[src/rtl/hamming_even_parity_codec_unit_assert.svh]
// Assertion helpers for the Hamming codec.
`ifndef HAMMING_EVEN_PARITY_CODEC_UNIT_ASSERT_SVH
`define HAMMING_EVEN_PARITY_CODEC_UNIT_ASSERT_SVH

`ifndef SYNTHESIS
`define HEPC_ASSERT_SAME(lbl, clk, rst_n, ante, cons) \
  lbl: assert property (@(posedge clk) disable iff (!rst_n) (ante) |-> (cons)) \
    else $error("hepc same-cycle check failed");
`define HEPC_ASSERT_NEXT(lbl, clk, rst_n, ante, cons) \
  lbl: assert property (@(posedge clk) disable iff (!rst_n) (ante) |=> (cons)) \
    else $error("hepc next-cycle check failed");
`else
`define HEPC_ASSERT_SAME(lbl, clk, rst_n, ante, cons)
`define HEPC_ASSERT_NEXT(lbl, clk, rst_n, ante, cons)
`endif

`endif

[src/rtl/hepc_pkg.sv]
package hepc_pkg;

  localparam int CFG_W  = 5;
  localparam int GEOM_W = 6;
  localparam int RCNT_W = 3;

  localparam logic [CFG_W-1:0] CFG_RESET = 5'd4;

  typedef enum logic {
    CMD_ENCODE = 1'b0,
    CMD_DECODE = 1'b1
  } cmd_t;

  typedef struct packed {
    logic [GEOM_W-1:0] m;
    logic [RCNT_W-1:0] r;
    logic [GEOM_W-1:0] n;
  } geom_t;

  typedef struct packed {
    logic found;
    logic out_of_range;
  } status_t;

  // smallest r with 2^r >= m + r + 1
  function automatic int parity_count(int m);
    int r;
    r = 7;
    for (int k = 7; k >= 0; k--) begin
      if ((1 << k) >= m + k + 1) r = k;
    end
    return r;
  endfunction

  function automatic geom_t geom_of(logic [CFG_W-1:0] cfg, int max_m);
    int    m;
    int    r;
    geom_t g;
    m = int'(cfg);
    if (m < 1) m = 1;
    if (m > max_m) m = max_m;
    r = parity_count(m);
    g.m = GEOM_W'(m);
    g.r = RCNT_W'(r);
    g.n = GEOM_W'(m + r);
    return g;
  endfunction

  function automatic bit is_pow2(int p);
    return (p & (p - 1)) == 0;
  endfunction

  // code position (1-based) of data bit k (0-based)
  function automatic int data_pos(int k);
    int cnt;
    int pos;
    cnt = 0;
    pos = 0;
    for (int p = 1; p < 128; p++) begin
      if (pos == 0 && !is_pow2(p)) begin
        if (cnt == k) pos = p;
        cnt++;
      end
    end
    return pos;
  endfunction

endpackage

[src/rtl/hamming_even_parity_codec_unit.sv]
// Hamming single-error-correcting codec, even parity, data length set by the
// one configuration register (data bit count m, 1..MAX_DATA_BITS; 0 acts as 1,
// larger values saturate; reset value 4). Parity count r is the smallest value
// with 2^r >= m+r+1 and the code word spans positions 1..m+r, bit 0 being
// position 1. cmd 0 encodes in_data_word; cmd 1 checks in_received_word,
// reports the syndrome and flips the named bit, or flags out of range and
// leaves the word as is when the syndrome lies past m+r. One word per cycle
// sustained while out_stall is low; the input register loads at the accepting
// edge, then the XOR trees and correction feed the output register once that
// register can take a word. cfg_ready is always high; m, r and n are worked
// out and registered at the write, which must happen only while no word is in
// flight.
`include "hamming_even_parity_codec_unit_assert.svh"

module hamming_even_parity_codec_unit #(
  parameter int MAX_DATA_BITS = 26,
  localparam int DW = MAX_DATA_BITS,
  localparam int RMAX = hepc_pkg::parity_count(MAX_DATA_BITS),
  localparam int CW = DW + RMAX,
  localparam int SW = RMAX
) (
  input  logic                        clk,
  input  logic                        rst_n,
  input  logic                        cfg_valid,
  output logic                        cfg_ready,
  input  logic [hepc_pkg::CFG_W-1:0]  cfg_data,
  input  logic                        in_valid,
  output logic                        in_stall,
  input  logic                        in_cmd,
  input  logic [DW-1:0]               in_data_word,
  input  logic [CW-1:0]               in_received_word,
  output logic                        out_valid,
  input  logic                        out_stall,
  output logic [CW-1:0]               out_code_word,
  output logic [hepc_pkg::RCNT_W-1:0] out_parity_bit_count,
  output logic [SW-1:0]               out_error_position,
  output logic                        out_error_found,
  output logic                        out_position_out_of_range
);
  import hepc_pkg::*;

  geom_t         geom_r;
  logic          s1_valid_r;
  logic          s2_valid_r;
  logic          cmd_r;
  logic [DW-1:0] data_r;
  logic [CW-1:0] rx_r;
  logic          s1_ready;
  logic          s2_ready;
  logic [CW-1:0] code_nxt;
  logic [SW-1:0] pos_nxt;
  status_t       status_nxt;

  assign cfg_ready = 1'b1;
  assign s2_ready  = ~s2_valid_r | ~out_stall;
  assign s1_ready  = ~s1_valid_r | s2_ready;
  assign in_stall  = ~s1_ready;
  assign out_valid = s2_valid_r;

  always_ff @(posedge clk) begin
    if (!rst_n) begin
      s1_valid_r <= 1'b0;
      s2_valid_r <= 1'b0;
      geom_r     <= geom_of(CFG_RESET, MAX_DATA_BITS);
    end else begin
      if (s1_ready) s1_valid_r <= in_valid;
      if (s2_ready) s2_valid_r <= s1_valid_r;
      if (cfg_valid && cfg_ready) geom_r <= geom_of(cfg_data, MAX_DATA_BITS);
    end
  end

  always_ff @(posedge clk) begin
    if (in_valid && s1_ready) begin
      cmd_r  <= in_cmd;
      data_r <= in_data_word;
      rx_r   <= in_received_word;
    end
    if (s1_valid_r && s2_ready) begin
      out_code_word             <= code_nxt;
      out_parity_bit_count      <= geom_r.r;
      out_error_position        <= pos_nxt;
      out_error_found           <= status_nxt.found;
      out_position_out_of_range <= status_nxt.out_of_range;
    end
  end

  hepc_core #(
    .DW (DW),
    .CW (CW),
    .SW (SW)
  ) u_core (
    .cmd       (cmd_t'(cmd_r)),
    .data      (data_r),
    .received  (rx_r),
    .geom      (geom_r),
    .code_word (code_nxt),
    .syndrome  (pos_nxt),
    .status    (status_nxt)
  );

  `HEPC_ASSERT_SAME(a_oor_implies_found, clk, rst_n, out_valid && out_position_out_of_range, out_error_found)
  `HEPC_ASSERT_SAME(a_found_matches_pos, clk, rst_n, out_valid, out_error_found == (out_error_position != '0))
  `HEPC_ASSERT_SAME(a_no_bits_past_n, clk, rst_n, out_valid, (out_code_word >> geom_r.n) == '0)
  `HEPC_ASSERT_NEXT(a_full_pipe_holds, clk, rst_n, s1_valid_r && s2_valid_r && out_stall, s1_valid_r && s2_valid_r)
  `HEPC_ASSERT_SAME(a_empty_takes_word, clk, rst_n, !s1_valid_r, !in_stall)

endmodule

[src/rtl/hepc_core.sv]
module hepc_core #(
  parameter int DW = 26,
  parameter int CW = 31,
  parameter int SW = 5
) (
  input  hepc_pkg::cmd_t    cmd,
  input  logic [DW-1:0]     data,
  input  logic [CW-1:0]     received,
  input  hepc_pkg::geom_t   geom,
  output logic [CW-1:0]     code_word,
  output logic [SW-1:0]     syndrome,
  output hepc_pkg::status_t status
);
  import hepc_pkg::*;

  function automatic logic [CW-1:0] cover_mask(int i);
    logic [CW-1:0] msk;
    msk = '0;
    for (int p = 1; p <= CW; p++) begin
      msk[p-1] = ((p >> i) & 1) != 0;
    end
    return msk;
  endfunction

  logic [DW-1:0] data_m;
  logic [CW-1:0] placed;
  logic [CW-1:0] enc_word;
  logic [SW-1:0] enc_par;
  logic [CW-1:0] rx_word;
  logic [SW-1:0] synd;
  logic [CW-1:0] fix_mask;
  logic [CW-1:0] dec_word;
  logic          in_range;

  // encode: scatter data bits, then parity over covered positions
  for (genvar k = 0; k < DW; k++) begin : g_data
    localparam int P = data_pos(k);
    assign data_m[k]     = data[k] & (GEOM_W'(k) < geom.m);
    assign placed[P-1]   = data_m[k];
    assign enc_word[P-1] = data_m[k];
  end

  for (genvar i = 0; i < SW; i++) begin : g_par
    localparam logic [CW-1:0] COV = cover_mask(i);
    assign placed[(1 << i) - 1]   = 1'b0;
    assign enc_par[i]             = ^(placed & COV);
    assign enc_word[(1 << i) - 1] = enc_par[i];
    assign synd[i]                = ^(rx_word & COV);
  end

  // decode: drop bits past n, syndrome, single-bit fix
  for (genvar p = 0; p < CW; p++) begin : g_pos
    assign rx_word[p]  = received[p] & (GEOM_W'(p) < geom.n);
    assign fix_mask[p] = (synd == SW'(p + 1)) & in_range;
  end

  assign in_range = GEOM_W'(synd) <= geom.n;
  assign dec_word = rx_word ^ fix_mask;

  always_comb begin
    case (cmd)
      CMD_DECODE: begin
        code_word           = dec_word;
        syndrome            = synd;
        status.found        = |synd;
        status.out_of_range = (|synd) & ~in_range;
      end
      default: begin
        code_word           = enc_word;
        syndrome            = '0;
        status.found        = 1'b0;
        status.out_of_range = 1'b0;
      end
    endcase
  end

endmodule
[config.mk]
export PLATFORM = sky130hd
export DESIGN_NAME = hamming_even_parity_codec_unit
export DESIGN_NICKNAME = d
export VERILOG_FILES = /design/src/rtl/hepc_pkg.sv /design/src/rtl/hamming_even_parity_codec_unit.sv /design/src/rtl/hepc_core.sv
export VERILOG_INCLUDE_DIRS = /design/src /design/src/rtl
export SDC_FILE = /design/constraint.sdc
export NUM_CORES = 1
export LEC_CHECK = 0
export BUFFER_PORTS_ARGS = -buffer_cell sky130_fd_sc_hd__buf_2
export CAP_MARGIN = 5
export CORE_UTILIZATION = 59
export CTS_BUF_LIST = sky130_fd_sc_hd__clkbuf_4 sky130_fd_sc_hd__clkbuf_8 sky130_fd_sc_hd__clkbuf_16
export DETAILED_ROUTE_END_ITERATION = 16
export PLACE_DENSITY = 0.79
export SYNTH_ARGS = -nofsm -noshare
export SYNTH_HDL_FRONTEND = slang
export SYNTH_SLANG_ARGS = --single-unit
[constraint.sdc]
create_clock -name clk -period 5.5 [get_ports clk]
set_input_delay 0.55 -clock clk [delete_from_list [all_inputs] [get_ports clk]]
set_output_delay 0.55 -clock clk [all_outputs]
set_load 0.02 [all_outputs]
Yosys cells after proc, flatten, opt, wreduce, memory -nomap -nowiden
Index checks and enable logic that the tools add are counted.

Output and inout port bits: 44. Register bits: 116. Logic and storage cells: 250. Memories kept: 0. RAM bits: 0. Input bits: 68. Bits in latches: 0. Memory bits (read-only): 0.

Multipliers: 0. Bitwise logic cells: 97. $lt $le $gt $ge: 67. Eq/ne operators: 31. $add $sub $neg: 13. Divide/modulo/power cells: 0. Reduce and logical (&&, ||, !) cells: 13. Shift operators: 0. Mux-type cells: 16.

Operator list (count): XOR reduction 31 bit (10); adder 32 x 2 -> 32 bit (second input constant) (7); two-way mux 32 bit (5); less-than comparator 5 x 6 -> 1 bit (first input constant) (25); adder 32 x 4 -> 32 bit (second input constant) (3); less-than comparator 4 x 6 -> 1 bit (first input constant) (16); bitwise AND 1 bit (89); equality test 5 bit (second input constant) (16); adder 32 x 3 -> 32 bit (second input constant) (2); less-than comparator 3 x 6 -> 1 bit (first input constant) (8); two-way mux 6 bit (7); equality test 5 x 4 -> 1 bit (second input constant) (8); >= comparator 2 x 32 -> 1 bit (first input constant) (1); >= comparator 3 x 32 -> 1 bit (first input constant) (1); >= comparator 4 x 32 -> 1 bit (first input constant) (1); >= comparator 5 x 32 -> 1 bit (first input constant) (1); >= comparator 6 x 32 -> 1 bit (first input constant) (1); >= comparator 7 x 32 -> 1 bit (first input constant) (1); >= comparator 8 x 32 -> 1 bit (first input constant) (1); > comparator 32 x 6 -> 1 bit (second input constant) (1); two-way mux 31 bit (1); bitwise XOR 31 bit (1); less-than comparator 1 x 6 -> 1 bit (first input constant) (4); less-than comparator 2 x 6 -> 1 bit (first input constant) (4); 13 further kinds (23).

Longest topological paths before layout
Gate-level depths: netlist of run 1.

Depth after elaboration: 21. Gate-level depth with buffers: 22. Depth with buffers taken out: 17.

Cells and area by module
From an unflattened synthesis of run 1, not the netlist that was laid out.

Cell total of the unflattened synthesis: 855. Area total of the unflattened synthesis: 8359.3 µm².

By module, submodules not included: hamming_even_parity_codec_unit (instances 1, sequential area each 3293.2 µm², area an instance 4371.7 µm², cells an instance 266); hepc_core (instances 1, sequential area each 0.0 µm², area an instance 3987.6 µm², cells an instance 589).

Least setup slack after synthesis of run 1
OpenSTA, ideal clock, no wires.

Path kind: register to register. Start: reg geom_r[0] in the netlist's numbering. End: reg out_code_word[16], data pin. Arrival: 4.315 ns. Cell stages (with the launch flop): 21. Setup slack: 0.918 ns. Path buffers: 3. Period minus slack after synthesis: 4.582 ns. Cells stage by stage: dfxtp_1 buf_2 or3_1 maj3_1 o221ai_1 xnor2_1 xnor3_1 xnor2_2 inv_2 ha_1 nor2b_1 o21a_1 o21a_1 o21ai_0 a221oi_1 inv_1 and2_1 buf_4 buf_6 a41oi_1 o211ai_1.

Word-level cells in the longest chain between the ends: 7. Elaborated cells on any way between the ends: 72. Those cells by class: 32 x order compare; 1 x eq/ne; 1 x mux; 33 x bitwise; 5 x reduce/logical.

RTL lines: start: declaration (line hamming_even_parity_codec_unit.sv:42) `geom_t geom_r;`; start signal: assignment (line hamming_even_parity_codec_unit.sv:64) `geom_r <= geom_of(CFG_RESET, MAX_DATA_BITS);`; start signal: assignment (line hamming_even_parity_codec_unit.sv:68) `if (cfg_valid && cfg_ready) geom_r <= geom_of(cfg_data, MAX_DATA_BITS);`; less-than comparator 1 x 6 -> 1 bit, or another cell as far along (line hepc_core.sv:53) `assign rx_word[p] = received[p] & (GEOM_W'(p) < geom.n);`; bitwise AND 1 bit (line hepc_core.sv:53); XOR reduction 31 bit (line hepc_core.sv:48) `assign synd[i] = ^(rx_word & COV);`; less-or-equal comparator 5 x 6 -> 1 bit or equality test 5 bit (tied branches) (line hepc_core.sv:57, hepc_core.sv:54); bitwise AND 1 bit (line hepc_core.sv:54) `assign fix_mask[p] = (synd == SW'(p + 1)) & in_range;`; bitwise XOR 31 bit * (line hepc_core.sv:58) `assign dec_word = rx_word ^ fix_mask;`; two-way mux 31 bit * (line hepc_core.sv:61) `case (cmd)`; via code_nxt[16] (line hamming_even_parity_codec_unit.sv:50) `logic [CW-1:0] code_nxt;`; end signal: assignment (line hamming_even_parity_codec_unit.sv:79) `out_code_word <= code_nxt;`; end: declaration (line hamming_even_parity_codec_unit.sv:34) `output logic [CW-1:0] out_code_word,`.

Mark *: on every way through the listed nets, which the timed path passes. The rest lies on a longest branch. A chain may end at the register's enable or synchronous reset.

Worst setup path after layout of run 1
Start: reg geom_r[2] in the netlist's numbering. End: reg out_code_word[10], data pin.

Word-level cells in the longest chain between the ends: 7. Elaborated cells on any way between the ends: 72. Those cells by class: 32 x order compare; 1 x eq/ne; 1 x mux; 33 x bitwise; 5 x reduce/logical.

RTL lines: less-than comparator 1 x 6 -> 1 bit, or another cell as far along (line hepc_core.sv:53); bitwise AND 1 bit (line hepc_core.sv:53); XOR reduction 31 bit * (line hepc_core.sv:48); via u_core.synd[1] (line hepc_core.sv:30) `logic [SW-1:0] synd;`; less-or-equal comparator 5 x 6 -> 1 bit or equality test 5 x 4 -> 1 bit (tied branches) (line hepc_core.sv:57, hepc_core.sv:54); bitwise AND 1 bit * (line hepc_core.sv:54); bitwise XOR 31 bit * (line hepc_core.sv:58); two-way mux 31 bit * (line hepc_core.sv:61); via code_nxt[10] (line hamming_even_parity_codec_unit.sv:50).

Marked as above.

==> flow_metrics.env, run 1 <==
export IMPL_outcome="finished, final reports clean"
export IMPL_syn_area_mm2=0.00785
export IMPL_p_seq_share_pct=30.3
export IMPL_gp_congestion=1.01
export IMPL_power_frac_clock_pct=29.3
export IMPL_cts_tree="built"
export IMPL_worstHoldPathType="input pin to register"
export IMPL_rows=41
export IMPL_diodes=0
export IMPL_synthFlopType="edfxtp_1"
export IMPL_cp_end_kind="register"
export IMPL_whs_ns=0.296
export IMPL_ys_seq_area_share_pct=42.0
export IMPL_drc=0
export IMPL_nets=943
export IMPL_p_int_mw=2.23
export IMPL_dr_pass1_iters=5
export IMPL_peakVddDrop_mv=0.272
export IMPL_synth_top_area_cell="edfxtp_1"
export IMPL_maxSlewHeadroom_pct=27.5
export IMPL_critPathMaxFanout=24
export IMPL_fp_dieH_um=117
export IMPL_tightest_slew_ns=1.08
export IMPL_vias=6630
export IMPL_worstSetupStartpointType="register"
export IMPL_arrival_ns=5.13
export IMPL_die_area_mm2=0.0138
export IMPL_finalPower_mw=3.65
export IMPL_synth_warnings=0
export IMPL_chipWidth_um=117
export IMPL_netlist_top_cells_count="edfxtp_1, xnor2_1, nand2_1, o21ai_0, nor2_1"
export IMPL_p_sw_mw=1.42
export IMPL_drt_iter0_drc=620
export IMPL_post_dp_hpwl_mm=14.8
export IMPL_setup_viol=0
export IMPL_synth_area_per_cell_um2=10.2
export IMPL_leakagePower_nw=3.50
export IMPL_criticalPathCategory="register to register"
export IMPL_cts_sinks=115
export IMPL_synth_edf_count=99
export IMPL_fmax_ghz=0.200
export IMPL_cp_num_buf_inv=2
export IMPL_critPathSlowestCell="dfxtp_1"
export IMPL_slew_violations=0
export IMPL_overflow=0
export IMPL_grt_pass1_wl_mm=32.1
export IMPL_design_area_mm2=0.00896
export IMPL_yosysTopAreaCellShare_pct=37.9
export IMPL_grt_pass1_vias=5997
export IMPL_ys_ff_latch=115
export IMPL_fin_util_pct=70.2
export IMPL_initial_core_util_pct=61.5
export IMPL_yosysUniqueCellTypes=90
export IMPL_skew_ns=0.00708
export IMPL_ios=112
export IMPL_htree_levels=4
export IMPL_area_growth_pct=14.2
export IMPL_drt_vias_per_instance=6.39
export IMPL_track_usage_pct=30.7
export IMPL_drive_above_1_share_pct=23.8
export IMPL_grt_max_degree=59
export IMPL_synth_area_leaders="edfxtp_1, xnor2_1, dfxtp_1"
export IMPL_finalCriticalPeriod_ns=4.99
export IMPL_clk_pin_slew_worst_paths_ns=0.05
export IMPL_maxCapViolCount=0
export IMPL_finalCritPeriodShare_pct=90.7
export IMPL_cpPeakStageDelay_ns=0.83
export IMPL_postCtsSetupBuffers=0
export IMPL_synth_fp_nets=860
export IMPL_max_clock_path_buffers=2
export IMPL_antenna_left=0
export IMPL_n_fill_cell=970
export IMPL_portBuffers=110
export IMPL_core_mm2=0.0128
export IMPL_wirelength_mm=20.7
export IMPL_fin_tns_setup_ns=0
export IMPL_grt_setup_unrepaired="no"
export IMPL_cts_buffers=17
export IMPL_post_cts_resized=0
export IMPL_hold_viol_final=0
export IMPL_powerDensity_mw_per_mm2=407
export IMPL_critPathTopFamily="compound AO/OA/AOI/OAI gates"
export IMPL_critPathRequiredTime_ns=5.64
export IMPL_switching_share_pct=38.9
export IMPL_wl_per_cell_um=19.9
export IMPL_clock_latency_ns=0.43
export IMPL_pwr_share_comb_pct=40.4
export IMPL_syn_inst=769
export IMPL_cts_root_buf="clkbuf_16"
export IMPL_antenna_found_initial=0
export IMPL_yosysMostFrequentCell="edfxtp_1"
export IMPL_ctsHoldBuffers=0
export IMPL_path_cells="nand4bb_1 -> o21ai_0 -> mux2i_1 -> xnor2_1 -> xor3_2 -> clkinv_4 -> ha_1 -> nor2b_1 -> o21a_1 -> o21a_1 -> o21ai_0 -> a221oi_1 -> buf_4 -> nor4_4 -> a21bo_2 -> a31oi_1"
export IMPL_dpl_cell_area_mm2=0.00838
export IMPL_synthArstFlopShare_pct=0
-- power groups by stage --
| stage | Clock, mW | Sequential, mW | Combinational, mW |
|---|---|---|---|
| after floorplan | 0 | 1.13 | 1.15 |
| after global placement | 0 | 1.12 | 1.37 |
| after detailed placement | 0 | 1.12 | 1.41 |
| after CTS | 1.08 | 1.10 | 1.43 |
| after global routing | 1.11 | 1.11 | 1.58 |
| final | 1.07 | 1.11 | 1.48 |
-- per-stage QoR --
stage,instances,worst slack (ns)
3_5_place_dp,1005,0.663
3_3_place_gp,1005,0.795
2_1_floorplan,769,0.918
4_1_cts,1037,0.601
6_report,1037,0.509
5_1_grt,1037,0.254
-- cell usage in the layout (no fill, tap or decap), types with 4 or more instances in the layout --
cell	instances
a31o_2	18
nand2b_1	4
nor2_1	46
mux2i_1	14
dfxtp_1	16
ha_1	22
edfxtp_1	99
o31ai_1	5
or2_2	6
buf_4	13
inv_1	17
a21o_1	12
nor3_1	10
and3_1	8
nor2b_1	9
a21oi_1	36
a41oi_1	7
o21ai_0	47
xnor2_1	63
clkbuf_4	7
or3_1	5
and2_1	23
o211a_1	7
nand2_1	47
o21a_1	7
a31oi_1	28
clkbuf_16	18
clkinv_2	5
buf_2	110
nand4_1	22
xor2_1	14
nand3_1	14
xnor3_1	4
o211ai_1	19
-- sequential cells by signal, summed over array words and instances (netlist names) --
register / cells
out_error_found: 1
out_code_word: 31
s1_valid_r: 1
out_valid: 1
data_r: 26
cmd_r: 1
out_parity_bit_count: 3
out_error_position: 5
geom_r: 14
rx_r: 31
out_position_out_of_range: 1
-- worst paths after layout --
| path | end | cells past startpoint | slack [ns] | start |
|---|---|---|---|---|
| min | data_r[1]$_DFFE_PP_ | 1 | 0.30 | in_data_word[1] |
| min reg2reg | out_parity_bit_count[2]$_DFFE_PP_ | 0 | 0.44 | geom_r[8]$_SDFFE_PN0P_ |
| max reg2reg | out_code_word[10]$_DFFE_PP_ | 16 | 0.51 | geom_r[2]$_SDFFE_PN1P_ |
| max | out_code_word[10]$_DFFE_PP_ | 16 | 0.51 | geom_r[2]$_SDFFE_PN1P_ |
-- kinds of logic after synthesis --
logic type | count (synthesis) | synth area share, %
DFF | 115 | 42.0
buffers and inverters | 79 | 5.51
and+or+nand+nor | 217 | 14.9
muxes | 15 | 1.93
xor gates and xnor gates | 86 | 11.0
adders and majority gates | 26 | 4.14
other | 1 | 0.0478
AOI/OAI and AO/OA | 230 | 20.6
-- metal layers --
layer	vias to the layer above	routed length, um	GRT usage, %
met5	-	0	0
met4	0	766	14.6
met3	55	2020	7.39
met2	406	9530	47.9
met1	3108	8360	40.0
li1	3061	-	-
-- worst register-to-register path, stage by stage (launching register included) --
cell and delay (ns):
dfxtp_1 0.83, nand4bb_1 0.30, o21ai_0 0.32, mux2i_1 0.37, xnor2_1 0.22, xor3_2 0.62
clkinv_4 0.12, ha_1 0.24, nor2b_1 0.13, o21a_1 0.16, o21a_1 0.17, o21ai_0 0.17
a221oi_1 0.10, buf_4 0.17, nor4_4 0.48, a21bo_2 0.24, a31oi_1 0.07
-- final cells by class --
cell class	instances	area [um^2]	share of cell area (%)
multi-input combinational	575	4140	46.2
sequential	115	3290	36.7
timing repair buffer	123	648	7.23
clock buffer	27	531	5.92
tap	172	215	2.40
inverter	20	81.3	0.908
clock inverter	5	50.0	0.559
Power figures use the tool's default switching activity.
==> inputs of run 2 (changes only) <==
--- a/config.mk
+++ b/config.mk
@@ -8,6 +8,7 @@
 export LEC_CHECK = 0
 export BUFFER_PORTS_ARGS = -buffer_cell sky130_fd_sc_hd__buf_2
 export CAP_MARGIN = 5
+export CORE_MARGIN = 5
 export CORE_UTILIZATION = 59
 export CTS_BUF_LIST = sky130_fd_sc_hd__clkbuf_4 sky130_fd_sc_hd__clkbuf_8 sky130_fd_sc_hd__clkbuf_16
 export DETAILED_ROUTE_END_ITERATION = 16
==> flow_metrics.env, run 2 (synthesis results as in run 1) <==
export IMPL_maxCapViolCount=0
export IMPL_mostFrequentLayoutCell="buf_2"
export IMPL_critPathMaxFanout=21
export IMPL_rows=42
export IMPL_worstHoldPathType="input pin to register"
export IMPL_overflow=0
export IMPL_vias=6653
export IMPL_r2r_end="out_code_word[0]$_DFFE_PP_"
export IMPL_path_cells="or3_1 -> maj3_1 -> o221ai_1 -> xnor2_1 -> xnor3_1 -> xnor2_2 -> inv_2 -> ha_1 -> nor2b_1 -> o21a_1 -> o21a_1 -> o21ai_0 -> a221oi_1 -> buf_4 -> nor2_1 -> buf_4 -> a31o_2 -> a31oi_1"
export IMPL_leakagePower_nw=3.50
export IMPL_core_mm2=0.0131
export IMPL_slew_violations=0
export IMPL_grt_pass1_vias=6285
export IMPL_drt_iter0_drc=776
export IMPL_powerDensity_mw_per_mm2=416
export IMPL_post_dp_hpwl_mm=15.2
export IMPL_finalCritPeriodShare_pct=92.5
export IMPL_finalCriticalPeriod_ns=5.09
export IMPL_clock_latency_ns=0.43
export IMPL_top_regs="out_code_word x31, rx_r x31, data_r x26"
export IMPL_cts_tree="built"
export IMPL_n_fill_cell=1021
export IMPL_final_cell_mix="buf_2, edfxtp_1, xnor2_1"
export IMPL_rr_startpoint="geom_r[1]$_SDFFE_PN1P_"
export IMPL_drive_above_1_share_pct=23.9
export IMPL_clk_pin_slew_worst_paths_ns=0.06
export IMPL_die_area_mm2=0.0157
export IMPL_setup_viol=0
export IMPL_grt_max_degree=59
export IMPL_skew_ns=0.0128
export IMPL_cts_buffers=17
export IMPL_cp_end_kind="register"
export IMPL_finalPower_mw=3.74
export IMPL_peakVddDrop_mv=0.291
export IMPL_wirelength_mm=21.5
export IMPL_nets=943
export IMPL_antenna_found_initial=0
export IMPL_maxSlewHeadroom_pct=29.0
export IMPL_critPathCapture="out_code_word[0]$_DFFE_PP_"
export IMPL_r2r_slack_ns=0.41
export IMPL_fin_tns_setup_ns=0
export IMPL_max_clock_path_buffers=2
export IMPL_drt_vias_per_instance=6.39
export IMPL_chipWidth_um=125
export IMPL_initial_core_util_pct=59.8
export IMPL_wl_per_cell_um=20.7
export IMPL_ff2ff_path_depth=18
export IMPL_track_usage_pct=27.3
export IMPL_grt_setup_unrepaired="no"
export IMPL_portBuffers=110
export IMPL_critPathLaunch="geom_r[1]$_SDFFE_PN1P_"
export IMPL_critPathRequiredTime_ns=5.74
export IMPL_arrival_ns=5.33
export IMPL_drc=0
export IMPL_htree_levels=4
export IMPL_antenna_left=0
export IMPL_fmax_ghz=0.197
export IMPL_worstSetupStartpointType="register"
export IMPL_grt_pass1_wl_mm=33.9
export IMPL_tightest_slew_ns=1.06
export IMPL_fp_dieH_um=125
export IMPL_area_growth_pct=14.5
export IMPL_ios=112
export IMPL_cts_sinks=115
export IMPL_hold_viol_final=0
export IMPL_criticalPathCategory="register to register"
export IMPL_cpPeakStageDelay_ns=0.54
export IMPL_dr_pass1_iters=5
export IMPL_gp_congestion=0.960
export IMPL_diodes=0
export IMPL_outcome="finished, final reports clean"
export IMPL_cts_root_buf="clkbuf_16"
export IMPL_critPathSlowestCell="dfxtp_1"
[run 2: cell count changes in the layout (fill, tap and decap cells not counted)]
cell and change:
clkinv_1 +1, dfxtp_2 +1, bufinv_16 +2, dfxtp_1 -1, clkinv_4 +4, clkbuf_16 -1
clkinvlp_4 +2, clkbuf_8 -2, and2_1 -1, and2_2 +1, clkbuf_4 -6
[run 2: metal layers]
layer  vias to the layer above  wire length (um)  global-route usage (%)
li1                       3054                 -                       -
met1                      3162              8950                    37.4
met2                       390              9820                    41.8
met3                        47              1940                    6.14
met4                         0               812                    12.3
met5                         -                 0                       0
[run 2: stage by stage]
| step | hold WS (ns) | worst slack, ns | cells | utilization, % | cell area (um^2) |
|---|---|---|---|---|---|
| floorplan | 0.408 | 0.918 | 769 | - | 7850 |
| global placement | 0.428 | 0.556 | 1009 | 63.8 | 8390 |
| detailed placement | 0.428 | 0.374 | 1009 | 63.8 | 8390 |
| CTS | 0.280 | 0.330 | 1041 | 68.4 | 8980 |
| global route | 0.277 | 0.178 | 1041 | 68.4 | 8980 |
| finish | 0.293 | 0.413 | 1041 | 68.4 | 8980 |
[run 2: how the worst min path moves through the flow]
| stage | start | endpoint | slack (ns) | depth (start not counted) |
|---|---|---|---|---|
| 2_1_floorplan | geom_r[7]$_SDFFE_PN1P_ | out_parity_bit_count[1]$_DFFE_PP_ | 0.41 | 0 |
| 3_3_place_gp | geom_r[8]$_SDFFE_PN0P_ | out_parity_bit_count[2]$_DFFE_PP_ | 0.43 | 0 |
| 3_5_place_dp | geom_r[6]$_SDFFE_PN1P_ | out_parity_bit_count[0]$_DFFE_PP_ | 0.43 | 0 |
| 4_1_cts | in_received_word[11] | rx_r[11]$_DFFE_PP_ | 0.28 | 1 |
| 5_1_grt | in_received_word[19] | rx_r[19]$_DFFE_PP_ | 0.28 | 1 |
| 6_report | in_data_word[9] | data_r[9]$_DFFE_PP_ | 0.29 | 1 |
[run 2: power by group]
part / switching (mW) / total [mW] / internal [mW]
clock: 0.401 / 1.11 / 0.712
sequential: 0.0623 / 1.11 / 1.04
combinational: 1.02 / 1.52 / 0.498
[run 2: area by class of cell]
cell class	count	area [um^2]	area share, %
Clock inverter	14	164	1.82
Inverter	20	81.3	0.905
Clock buffer	18	433	4.82
Sequential cell	115	3290	36.7
Multi-Input combinational cell	575	4140	46.1
Timing Repair Buffer	123	648	7.21
Tap cell	176	220	2.45
[run 2: repair_timing]
item,CTS,global route
hold buffers,0,0
setup endpoints to repair,0,12
setup buffers,0,0
resized for setup,0,2
[run 2: worst max-delay path, delay by kind of cell (launching register included)]
family / cells / cell delay [ns]
buf+inv: 3 / 0.71
flops: 1 / 0.54
fa+ha+maj: 2 / 0.60
xor+xnor: 3 / 1.04
compound gates: 7 / 1.31
simple gates: 3 / 0.69
